**src/rtl/calendar_date_time_adder_top_assert.svh**
```systemverilog
// Assertion macros for the date-time adder.
`ifndef CALENDAR_DATE_TIME_ADDER_TOP_ASSERT_SVH
`define CALENDAR_DATE_TIME_ADDER_TOP_ASSERT_SVH
// Implication checked on every clock edge outside reset.
`define CDTA_ASSERT_IMP(lbl, ante, cons) \
    lbl: assert property (@(posedge clk) disable iff (!rst_n) (ante) |-> (cons)) \
        else $error("assertion failed");
// Next-cycle implication checked outside reset.
`define CDTA_ASSERT_NEXT(lbl, ante, cons) \
    lbl: assert property (@(posedge clk) disable iff (!rst_n) (ante) |=> (cons)) \
        else $error("assertion failed");
`endif

```
**src/rtl/cdta_pkg.sv**
```systemverilog
// ----------------------------------------------------------------------------
// Date-time adder package
// Shared widths, types and calendar functions.
// ----------------------------------------------------------------------------
package cdta_pkg;

    localparam int YEAR_LIMIT = 9999;
    localparam int SECS_PER_DAY = 86400;

    // The month total is biased by this many years so that it is never negative.
    localparam int MONTH_BIAS_YEARS = 342;
    // floor(x / 3) is (x * RECIP_3) >> 13 for every x below 8190.
    localparam int RECIP_3 = 2731;
    // The year is biased by a multiple of 400 before the test for 25.
    localparam int YEAR_BIAS = 20000;
    // floor(x / 25) is (x * RECIP_25) >> 21 for every x below 91180.
    localparam int RECIP_25 = 83887;

    localparam logic [1:0] ST_OK   = 2'd0;
    localparam logic [1:0] ST_LOW  = 2'd1;
    localparam logic [1:0] ST_HIGH = 2'd2;

    typedef struct packed {
        logic load;
        logic time_step;
        logic day_step;
        logic fin;
    } cdta_cmd_t;

    typedef struct packed {
        logic time_done;
        logic day_done;
    } cdta_sts_t;

    // Leap year by the 4/100/400 rule; y is signed.
    function automatic logic is_leap(input logic signed [19:0] y);
        logic [16:0] yp;
        logic [33:0] prod;
        logic [16:0] q;
        logic div25;
        begin
            yp = 17'(y + 20'(YEAR_BIAS));
            prod = {17'd0, yp} * 34'(RECIP_25);
            q = 17'(prod >> 21);
            div25 = (17'(q * 17'd25) == yp);
            is_leap = (y[1:0] == 2'b00) && (!div25 || (y[3:0] == 4'd0));
        end
    endfunction

    // Days in month m (1..12) of a year whose leap flag is given.
    function automatic logic [4:0] days_of(input logic leap, input logic [3:0] m);
        logic [4:0] r;
        begin
            case (m)
                4'd2: r = leap ? 5'd29 : 5'd28;
                4'd4, 4'd6, 4'd9, 4'd11: r = 5'd30;
                default: r = 5'd31;
            endcase
            days_of = r;
        end
    endfunction

endpackage

```
**src/rtl/cdta_ctrl.sv**
```systemverilog
// ----------------------------------------------------------------------------
// Date-time adder controller
// Sequences loading, time normalization, day stepping and result hand-off.
// ----------------------------------------------------------------------------
module cdta_ctrl import cdta_pkg::*;
(
    input  logic      clk,
    input  logic      rst_n,
    input  logic      in_fire,
    input  logic      out_free,
    input  cdta_sts_t sts,
    output cdta_cmd_t cmd,
    output logic      busy
);
    localparam logic [1:0] S_IDLE = 2'd0;
    localparam logic [1:0] S_TIME = 2'd1;
    localparam logic [1:0] S_DAY  = 2'd2;
    localparam logic [1:0] S_OUT  = 2'd3;

    logic [1:0] state_reg, state_next;

    always_comb
    begin
        state_next = state_reg;
        cmd = '0;
        unique case (state_reg)
            S_IDLE:
            begin
                cmd.load = in_fire;
                if (in_fire) state_next = S_TIME;
            end
            S_TIME:
            begin
                cmd.time_step = 1'b1;
                if (sts.time_done) state_next = S_DAY;
            end
            S_DAY:
            begin
                cmd.day_step = 1'b1;
                if (sts.day_done) state_next = S_OUT;
            end
            S_OUT:
            begin
                cmd.fin = out_free;
                if (out_free) state_next = S_IDLE;
            end
            default: state_next = S_IDLE;
        endcase
    end

    assign busy = (state_reg != S_IDLE);

    always_ff @(posedge clk or negedge rst_n)
    begin
        if (!rst_n) state_reg <= S_IDLE;
        else state_reg <= state_next;
    end
endmodule

```
**src/rtl/cdta_dp.sv**
```systemverilog
// ----------------------------------------------------------------------------
// Date-time adder datapath
// Holds the working sums and applies one normalization step per cycle.
// ----------------------------------------------------------------------------
module cdta_dp import cdta_pkg::*;
(
    input  logic        clk,
    input  logic        rst_n,
    input  cdta_cmd_t   cmd,
    input  logic [13:0] start_year,
    input  logic [3:0]  start_month,
    input  logic [4:0]  start_day,
    input  logic [4:0]  start_hour,
    input  logic [5:0]  start_minute,
    input  logic [5:0]  start_second,
    input  logic signed [14:0] off_years,
    input  logic signed [12:0] off_months,
    input  logic signed [16:0] off_days,
    input  logic signed [16:0] off_hours,
    input  logic signed [16:0] off_minutes,
    input  logic signed [16:0] off_seconds,
    output cdta_sts_t   sts,
    output logic        res_valid,
    input  logic        res_take,
    output logic [13:0] res_year,
    output logic [3:0]  res_month,
    output logic [4:0]  res_day,
    output logic [4:0]  res_hour,
    output logic [5:0]  res_minute,
    output logic [5:0]  res_second,
    output logic [1:0]  status
);
    // Seconds sum fits in 29 bits signed; days in 22 bits signed.
    logic signed [28:0] secs_reg, secs_next;
    logic signed [21:0] day_reg, day_next;
    logic signed [19:0] year_reg, year_next;
    logic [3:0] mon_reg, mon_next;
    logic [4:0] hr_reg, hr_next;
    logic [5:0] mi_reg, mi_next, sc_reg, sc_next;
    logic tphase_reg, tphase_next;
    logic valid_reg;

    logic signed [28:0] s_in;
    logic signed [19:0] mt_in, y_in;
    logic leap_cur;
    logic [4:0] dl_cur, dl_prev;
    logic signed [19:0] y_prev;
    logic [3:0] m_prev;

    always_comb
    begin
        s_in = 29'(signed'({1'b0, start_hour}) * 3600) + 29'(signed'({1'b0, start_minute}) * 60)
             + 29'(signed'({1'b0, start_second})) + 29'(off_hours * 3600)
             + 29'(off_minutes * 60) + 29'(off_seconds);
        mt_in = 20'(signed'({1'b0, start_year})) + 20'(off_years);
        y_in = mt_in;
        m_prev = 4'd1;
        y_prev = year_reg - 20'sd1;
        if (mon_reg == 4'd1) m_prev = 4'd12;
        else m_prev = mon_reg - 4'd1;
        // December always has 31 days, so the leap flag of the current year serves both.
        leap_cur = is_leap(year_reg);
        dl_cur = days_of(leap_cur, mon_reg);
        dl_prev = days_of(leap_cur, m_prev);
    end

    // Month total split into years and month by a reciprocal division by 12.
    logic signed [14:0] mtot;
    logic [13:0] mx;
    logic [25:0] mprod;
    logic [9:0] mq;
    logic signed [14:0] qy;
    logic [3:0] rm;
    always_comb
    begin
        mtot = 15'(signed'({1'b0, start_month})) - 15'sd1 + 15'(off_months);
        mx = 14'(mtot + 15'(MONTH_BIAS_YEARS * 12));
        mprod = {14'd0, mx[13:2]} * 26'(RECIP_3);
        mq = 10'(mprod >> 13);
        qy = 15'(signed'({5'd0, mq})) - 15'(MONTH_BIAS_YEARS);
        rm = 4'(mx - 14'({4'd0, mq} * 14'd12)) + 4'd1;
    end

    always_comb
    begin
        secs_next = secs_reg;
        day_next = day_reg;
        year_next = year_reg;
        mon_next = mon_reg;
        hr_next = hr_reg;
        mi_next = mi_reg;
        sc_next = sc_reg;
        tphase_next = tphase_reg;
        sts.time_done = 1'b0;
        sts.day_done = 1'b0;
        if (cmd.load)
        begin
            secs_next = s_in;
            day_next = 22'(signed'({1'b0, start_day})) + 22'(off_days);
            year_next = y_in + 20'(qy);
            mon_next = rm;
            tphase_next = 1'b0;
            hr_next = '0;
            mi_next = '0;
            sc_next = '0;
        end
        else if (cmd.time_step)
        begin
            // Day carry one day per cycle, then hours and minutes by subtraction.
            if (secs_reg < 0)
            begin
                secs_next = secs_reg + 29'(SECS_PER_DAY);
                day_next = day_reg - 22'sd1;
            end
            else if (secs_reg >= 29'(SECS_PER_DAY))
            begin
                secs_next = secs_reg - 29'(SECS_PER_DAY);
                day_next = day_reg + 22'sd1;
            end
            else if (!tphase_reg)
            begin
                if (secs_reg >= 29'sd3600)
                begin
                    secs_next = secs_reg - 29'sd3600;
                    hr_next = hr_reg + 5'd1;
                end
                else tphase_next = 1'b1;
            end
            else
            begin
                if (secs_reg >= 29'sd60)
                begin
                    secs_next = secs_reg - 29'sd60;
                    mi_next = mi_reg + 6'd1;
                end
                else
                begin
                    sc_next = 6'(secs_reg);
                    sts.time_done = 1'b1;
                end
            end
        end
        else if (cmd.day_step)
        begin
            if (day_reg > 22'(signed'({1'b0, dl_cur})))
            begin
                day_next = day_reg - 22'(signed'({1'b0, dl_cur}));
                if (mon_reg == 4'd12)
                begin
                    mon_next = 4'd1;
                    year_next = year_reg + 20'sd1;
                end
                else mon_next = mon_reg + 4'd1;
            end
            else if (day_reg < 22'sd1)
            begin
                day_next = day_reg + 22'(signed'({1'b0, dl_prev}));
                mon_next = m_prev;
                if (mon_reg == 4'd1) year_next = y_prev;
            end
            else sts.day_done = 1'b1;
        end
    end

    always_ff @(posedge clk)
    begin
        secs_reg <= secs_next;
        day_reg <= day_next;
        year_reg <= year_next;
        mon_reg <= mon_next;
        hr_reg <= hr_next;
        mi_reg <= mi_next;
        sc_reg <= sc_next;
        tphase_reg <= tphase_next;
        if (cmd.fin)
        begin
            res_month <= mon_reg;
            res_day <= 5'(day_reg);
            res_hour <= hr_reg;
            res_minute <= mi_reg;
            res_second <= sc_reg;
            if (year_reg < 20'sd1)
            begin
                status <= ST_LOW;
                res_year <= 14'd1;
            end
            else if (year_reg > 20'(YEAR_LIMIT))
            begin
                status <= ST_HIGH;
                res_year <= 14'(YEAR_LIMIT);
            end
            else
            begin
                status <= ST_OK;
                res_year <= 14'(year_reg);
            end
        end
    end

    always_ff @(posedge clk or negedge rst_n)
    begin
        if (!rst_n) valid_reg <= 1'b0;
        else if (cmd.fin) valid_reg <= 1'b1;
        else if (res_take) valid_reg <= 1'b0;
    end

    assign res_valid = valid_reg;
endmodule

```
**src/rtl/calendar_date_time_adder_top.sv**
```systemverilog
// ----------------------------------------------------------------------------
// Gregorian date-time adder
// Adds signed year, month, day, hour, minute and second offsets to a date.
// ----------------------------------------------------------------------------
// One word at a time is processed. After a word is accepted, the block carries
// whole days out of the time of day, counts off the whole hours and then the
// whole minutes left in it, steps the day through each month it crosses, and then
// writes the result. The input is ready again as the result is written. A
// finished result waits in the output register while the next word is loaded; a
// second result waits inside the block and holds off the input until the first
// one is read.
module calendar_date_time_adder_top import cdta_pkg::*;
(
    input  logic         clk,
    input  logic         rst_n,
    input  logic         s_axis_tvalid,
    output logic         s_axis_tready,
    // start_year, start_month, start_day, start_hour, start_minute, start_second,
    // off_years, off_months, off_days, off_hours, off_minutes, off_seconds
    input  logic [135:0] s_axis_tdata,
    output logic         m_axis_tvalid,
    input  logic         m_axis_tready,
    // res_year, res_month, res_day, res_hour, res_minute, res_second, status, pad
    output logic [47:0]  m_axis_tdata
);
    cdta_cmd_t cmd;
    cdta_sts_t sts;
    logic busy, in_fire, res_valid, res_take, out_free;
    logic [13:0] ry;
    logic [3:0] rmo;
    logic [4:0] rd, rh;
    logic [5:0] rmi, rs;
    logic [1:0] rst_code;

    assign s_axis_tready = !busy;
    assign in_fire = s_axis_tvalid && s_axis_tready;
    assign res_take = m_axis_tvalid && m_axis_tready;
    assign out_free = !res_valid || m_axis_tready;
    assign m_axis_tvalid = res_valid;
    assign m_axis_tdata = {6'd0, rst_code, rs, rmi, rh, rd, rmo, ry};

    cdta_ctrl u_ctrl (.clk, .rst_n, .in_fire, .out_free, .sts, .cmd, .busy);

    cdta_dp u_dp (
        .clk, .rst_n, .cmd,
        .start_year(s_axis_tdata[13:0]), .start_month(s_axis_tdata[17:14]),
        .start_day(s_axis_tdata[22:18]), .start_hour(s_axis_tdata[27:23]),
        .start_minute(s_axis_tdata[33:28]), .start_second(s_axis_tdata[39:34]),
        .off_years(s_axis_tdata[54:40]), .off_months(s_axis_tdata[67:55]),
        .off_days(s_axis_tdata[84:68]), .off_hours(s_axis_tdata[101:85]),
        .off_minutes(s_axis_tdata[118:102]), .off_seconds(s_axis_tdata[135:119]),
        .sts, .res_valid, .res_take,
        .res_year(ry), .res_month(rmo), .res_day(rd), .res_hour(rh),
        .res_minute(rmi), .res_second(rs), .status(rst_code)
    );

`include "calendar_date_time_adder_top_assert.svh"
    `CDTA_ASSERT_IMP(a_no_accept_busy, busy, !in_fire)
    `CDTA_ASSERT_NEXT(a_fin_valid, cmd.fin, m_axis_tvalid)
    `CDTA_ASSERT_IMP(a_status_code, m_axis_tvalid, rst_code <= ST_HIGH)
endmodule
```
**config.mk**
```make
export PLATFORM = sky130hd
export DESIGN_NAME = calendar_date_time_adder_top
export DESIGN_NICKNAME = d
export VERILOG_FILES = /design/src/rtl/cdta_pkg.sv /design/src/rtl/cdta_ctrl.sv /design/src/rtl/cdta_dp.sv /design/src/rtl/calendar_date_time_adder_top.sv
export VERILOG_INCLUDE_DIRS = /design/src /design/src/rtl
export SDC_FILE = /design/constraint.sdc
export NUM_CORES = 1
export LEC_CHECK = 0
export BUFFER_PORTS_ARGS = -buffer_cell sky130_fd_sc_hd__buf_2
export CORE_AREA = 2 2 213 215
export DETAILED_ROUTE_END_ITERATION = 7
export DIE_AREA = 0 0 215 217
export PLACE_DENSITY = 0.9
export SLEW_MARGIN = 25
export SYNTH_ARGS = -nofsm -noshare
export SYNTH_HDL_FRONTEND = slang
export SYNTH_SLANG_ARGS = --single-unit
export TNS_END_PERCENT = 1
```
**constraint.sdc**
```tcl
create_clock -name clk -period 23.6 [get_ports clk]
set_clock_uncertainty 0.1 [all_clocks]
set_input_delay 1.18 -clock clk [delete_from_list [all_inputs] [get_ports clk]]
set_output_delay 1.18 -clock clk [all_outputs]
set_load 0.01 [all_outputs]
```
# After elaboration in Yosys (flattened, before gate mapping)
# Cells that the tools add are included.
# word_totals
register_bits,138
latch_bits,0
ramBits,0
rom_bits,0
inputBits,140
output_inout_bits,50
word_cells,179
n_memories,0
# classes
addsub,29
n_mul,8
div,0
order_cmp,8
n_eq_ne,24
n_shift,0
n_mux,56
bitwise,4
n_reduce_logical,32
# op_table
cell,count
two-way mux 29 bit,7
two-way mux 22 bit,7
two-way mux 20 bit,7
adder 29 bit,3
"multiplier 17 x 17 -> 34 bit, second input constant",1
adder 29 x 17 -> 29 bit,1
"adder 29 x 18 -> 29 bit, second input constant",1
adder 29 x 7 -> 29 bit,1
"greater-or-equal comparator 29 x 13 -> 1 bit, second input constant",1
"greater-or-equal comparator 29 x 18 -> 1 bit, second input constant",1
"greater-or-equal comparator 29 x 7 -> 1 bit, second input constant",1
"< comparator 29 x 1 -> 1 bit, second input constant",1
"subtractor 29 x 13 -> 29 bit, second input constant",1
"subtractor 29 x 18 -> 29 bit, second input constant",1
"subtractor 29 x 7 -> 29 bit, second input constant",1
two-way mux 4 bit,7
"multiplier 17 x 9 -> 25 bit, second input constant",1
"multiplier 12 x 12 -> 23 bit, second input constant",1
"adder 22 x 2 -> 22 bit, second input constant",1
adder 22 x 6 -> 22 bit,1
greater-than comparator 22 x 6 -> 1 bit,1
"< comparator 22 x 2 -> 1 bit, second input constant",1
"multiplier 17 x 5 -> 22 bit, second input constant",1
"subtractor 22 x 2 -> 22 bit, second input constant",1
54 further kinds,111

# Logic depth before layout (Yosys ltp)
# logic_depth
word_depth,16
depth_mapped,56
depth_no_buf,54

# Modules after synthesis
# Synthesis repeated with hierarchy kept, for this count alone.
# unflattened
cells_unflattened,3274
area_unflattened_um2,29220.5
# by_module_without_submodules
module,n_inst,cells_per_inst,area_each_um2,seq_area_each_um2
cdta_dp,1,3244,28950.3,3898.7
cdta_ctrl,1,19,198.9,50.0
calendar_date_time_adder_top,1,11,71.3,0.0

# Worst setup path after synthesis
# No wires, ideal clock.
# synth_path
kind,reg-to-reg
from,register u_dp.year_reg[10]
to,register u_dp.year_reg[0] (enable)
setup_time_ps,428
t_arrival_ps,13747
required_ps,23072
setup_slack_ps,9326
path_stages_with_launch,51
n_path_buf,3
synth_period_minus_slack_ps,14274
path_cell_list,edfxtp_1 -> clkbuf_1 -> or3_1 -> o21bai_1 -> nor2b_1 -> xnor2_1 -> ha_1 -> fa_1 -> inv_1 -> fa_1 -> inv_1 -> fa_1 -> fa_1 -> inv_1 -> fa_1 -> inv_1 -> ha_1 -> and4_1 -> [15 not listed] -> o21ai_1 -> a21o_1 -> a21oi_1 -> xnor2_1 -> or4_1 -> a2111o_1 -> a221o_1 -> ha_1 -> inv_1 -> fa_1 -> a31o_4 -> nor2b_1 -> buf_2 -> buf_1 -> nand3_1 -> nand2_1 -> o21ai_0 -> a21boi_0
# synth_via
elab_chain_len,12
word_cells_on_any_way,14
cone_classes,add/sub (1); mul (2); order compare (1); eq/ne (2); mux (2); reduce/logical (6)
# synth_lines
element,line_no,source
"start, declared",cdta_dp.sv:36,"logic signed [19:0] year_reg, year_next;"
"start signal, assigned",cdta_dp.sv:169,year_reg <= year_next;
adder 17 x 16 -> 17 bit *,cdta_pkg.sv:42,yp = 17'(y + 20'(YEAR_BIAS));
multiplier 17 x 17 -> 34 bit,cdta_pkg.sv:43,"prod = {17'd0, yp} * 34'(RECIP_25);"
multiplier 13 x 5 -> 17 bit,cdta_pkg.sv:45,div25 = (17'(q * 17'd25) == yp);
equality test 17 bit *,cdta_pkg.sv:45,
zero test 1 bit *,cdta_pkg.sv:46,is_leap = (y[1:0] == 2'b00) && (!div25 || (y[3:0] == 4'd0));
logical OR 1 bit *,cdta_pkg.sv:46,
logical AND 1 bit *,cdta_pkg.sv:46,
two-way mux 1 bit *,cdta_pkg.sv:55,4'd2: r = leap ? 5'd29 : 5'd28;
one-hot mux 5 bit (2 select lines) *,cdta_pkg.sv:54,case (m)
greater-than comparator 22 x 6 -> 1 bit *,cdta_dp.sv:145,"if (day_reg > 22'(signed'({1'b0, dl_cur})))"
inequality test 3 bit (no line) / nonzero test 3 bit (equally long branches),n/a,
AND reduction 5 bit (no line) *,n/a,
# Mark *: on every way between the ends. The rest lies on a longest branch, timed or not.
# A chain may end at the register's enable or synchronous reset.

# Final worst setup path
# layout_path
from,register u_dp.year_reg[9]
to,"register u_dp.day_reg[18], data pin"
# layout_via
elab_chain_len,15
word_cells_on_any_way,18
cone_classes,add/sub (3); mul (2); order compare (1); eq/ne (1); mux (8); reduce/logical (3)
# layout_lines
element,line_no,source
adder 17 x 16 -> 17 bit *,cdta_pkg.sv:42,
multiplier 17 x 17 -> 34 bit,cdta_pkg.sv:43,
multiplier 13 x 5 -> 17 bit,cdta_pkg.sv:45,
equality test 17 bit *,cdta_pkg.sv:45,
zero test 1 bit *,cdta_pkg.sv:46,
logical OR 1 bit *,cdta_pkg.sv:46,
logical AND 1 bit *,cdta_pkg.sv:46,
two-way mux 1 bit *,cdta_pkg.sv:55,
one-hot mux 5 bit (2 select lines),cdta_pkg.sv:54,
adder 22 x 6 -> 22 bit,cdta_dp.sv:157,"day_next = day_reg + 22'(signed'({1'b0, dl_prev}));"
two-way mux 22 bit,cdta_dp.sv:155,else if (day_reg < 22'sd1)
two-way mux 22 bit *,cdta_dp.sv:145,
two-way mux 22 bit *,cdta_dp.sv:143,else if (cmd.day_step)
two-way mux 22 bit *,cdta_dp.sv:107,else if (cmd.time_step)
two-way mux 22 bit *,cdta_dp.sv:96,if (cmd.load)
net u_dp.day_next[18],cdta_dp.sv:35,"logic signed [21:0] day_reg, day_next;"
"end signal, assigned",cdta_dp.sv:168,day_reg <= day_next;
"end, declared",cdta_dp.sv:35,
# The timed path passes the listed nets; every way through them passes the cells marked *. The select of a mux whose other input is x is not followed.

==> impl_metrics.tcl <==
set metrics [dict create \
    outcome "finished, final reports clean" \
    synth_top_family_by_area "adder cells" \
    muxShareOfSynthArea_pct 0.944 \
    avgSynthCellArea_um2 9.07 \
    rows 78 \
    gp_congestion 1.02 \
    crit_family "adder cells" \
    yosysWarnings 0 \
    min_period_over_period_pct 61.7 \
    vias 22800 \
    cts_resized 0 \
    max_cap_viol_count 0 \
    grt_antenna_before_repair 2 \
    die_y_um 217 \
    synthCells 3156 \
    worst-path-buf-inv 8 \
    grt_remaining_overflow 0 \
    cts_max_path_buffers 2 \
    fin_crit_ns 14.57 \
    wire_per_inst_um 17.4 \
    io_pins 190 \
    drc_errors 0 \
    grt_pass1_vias 23100 \
    grt_use_total_pct 29.6 \
    path_clk_slew_ns 0.07 \
    die_area_um2 46700 \
    drive_gt1_share_pct 7.81 \
    rsz0062_at_grt "no" \
    worstSetupPathType "reg2reg" \
    cts_hold_buf 0 \
    hold_class "reg2reg" \
    cp_max_fo 33 \
    largest_reg_flops 29 \
    cp_slowest_cell "o41ai_1" \
    synth-edff-count 117 \
    slew_viol_final 0 \
    core_um2 44700 \
    synth.cell_area_um2 28600 \
    max_slew_margin_pct 33.2 \
    cts.sinks 138 \
    hold_viol 0 \
    grt_pass1_wl_um 112000 \
    vias_per_cell 5.82 \
    io_buffers 183 \
    crit_top_cell "inv_1" \
    syn2layout_area_growth_pct 7.29 \
    postCtsSetupRepairBufs 0 \
    cts_tree "done" \
    wl_um 68000 \
    yosysUniqueCellTypes 80 \
    synth_compound_area_share_pct 11.4 \
    fmax_mhz 68.6 \
    fin_setup_tns_ns 0 \
    cts-root-buf "clkbuf_16" \
    ctsHtreeMaxLevel 4 \
    synthAdderAreaFrac_pct 45.0 \
    start_util_pct 64.1 \
    grt_max_degree 57 \
    synth-seq-cells 138 \
    firstDrtPassIters 5 \
    critical_path_required_ns 23.65 \
    synthArstFlopShare_pct 2.17 \
    postRouteAntennaNets 0 \
    clkLatencyLatePin_ns 0.44 \
    cts_buffers 17 \
    synthSimpleGateAreaFrac_pct 10.6 \
    hpwlAfterDp_um 57100 \
    worstMarginPinSlew_ns 0.989 \
    fp.dieW_um 215 \
    synth_xor_area_share_pct 8.87 \
    setup.worst_path.start_class "register" \
    nets 4289 \
    crit_path_end_kind "register" \
    critPathArrivalTime_ns 14.63 \
    yosysSeqAreaShare_pct 13.8 \
    synth_ff_type "edfxtp_1" \
    cp_slowest_stage_delay_ns 0.63 \
    drtIter0Drc 2126 \
    finalSetupViolations 0 \
]
area by class of cell:
class	count	area (um^2)
clock inverters	14	149
multi-input cells	2312	22000
inverters	638	2390
well taps	600	751
fillers	3328	14000
diodes	2	5.00
repair buffers	195	1010
clock buffers	18	439
flip-flops and latches	138	3950
cells by family (layout without fill, tap and decap cells):
kind of cell / Yosys count / count (layout)
compound gates: 516 / 516
xor+xnor: 290 / 290
fa+ha+maj: 847 / 847
buf+inv: 711 / 865
flops: 138 / 138
mux: 26 / 26
other cells: 1 / 8
simple gates: 627 / 627
cell usage in the layout, fill, tap and decap left out, types with 14 or more instances in the layout:
master     count
nand3_1       61
nor4_1        15
nand4_1       19
clkbuf_16     17
xnor2_1      179
o211ai_1      21
o21bai_1      17
o21ai_0      109
fa_1         303
nor3_1        58
o21ai_1       31
ha_1         544
nor2b_1       24
mux2i_1       21
and3_1        25
nand2_1      160
buf_2        183
a21o_1        45
a21oi_1      133
dfxtp_1       18
nand2b_1      23
inv_1        636
a211oi_1      14
a31oi_1       25
edfxtp_1     117
xor2_1       110
or3_1         22
nor2_1       166
cell usage after synthesis (15+ instances only):
master	n	area, um^2
mux2i_1	21	210
nand3_1	61	305
nor2b_1	25	156
xnor2_1	180	1580
edfxtp_1	117	3510
xor2_1	110	963
inv_1	636	2390
clkbuf_1	53	199
a21o_1	45	338
ha_1	544	6810
o21ai_0	109	546
a31oi_1	25	156
nor4_1	15	93.8
and3_1	25	156
nand4_1	19	119
nand2_1	161	604
nor2_1	166	623
nor3_1	58	290
dfxtp_1	18	360
o21bai_1	17	128
fa_1	303	6070
o211ai_1	21	158
a21oi_1	134	671
nand2b_1	23	144
o21ai_1	31	155
or3_1	22	138
per-stage QoR:
step / area, um^2 / util [%] / hold slack (ns) / setup slack, ns / std cells
floorplan: 28700 / - / 0.308 / 9.33 / 3161
global placement: 30100 / 67.4 / 0.313 / 9.37 / 3883
CTS: 30700 / 68.7 / 0.337 / 9.07 / 3915
finish: 30700 / 68.7 / 0.338 / 9.03 / 3917
detailed placement: 30100 / 67.4 / 0.321 / 9.13 / 3883
global route: 30700 / 68.7 / 0.346 / 8.22 / 3915
final timing paths:
path,start,end,slack (ns),cells past startpoint
min in group asynchronous,rst_n,u_ctrl.state_reg[1]$_DFFE_PN0P_,0.45,1
setup / recovery,u_dp.year_reg[9]$_DFFE_PP_,u_dp.day_reg[18]$_DFFE_PP_,9.03,51
hold / removal,u_dp.sc_reg[4]$_SDFFE_PP0P_,u_dp.res_second[4]$_DFFE_PP_,0.34,0
max in group asynchronous,rst_n,u_ctrl.state_reg[0]$_DFFE_PN0P_,22.83,1
setup reg to reg,u_dp.year_reg[9]$_DFFE_PP_,u_dp.day_reg[18]$_DFFE_PP_,9.03,51
hold reg to reg,u_dp.sc_reg[4]$_SDFFE_PP0P_,u_dp.res_second[4]$_DFFE_PP_,0.34,0
per-layer routing:
| layer | global-route usage, % | share of wire (%) |
|---|---|---|
| met1 | 38.5 | 42 |
| met2 | 52.0 | 50 |
| met3 | 3.47 | 6.1 |
| met4 | 8.80 | 2.6 |
| met5 | 0 | 0.019 |
Power is not shown: default switching activity piles up to over one toggle a cycle in this logic, so the estimate is an artifact.
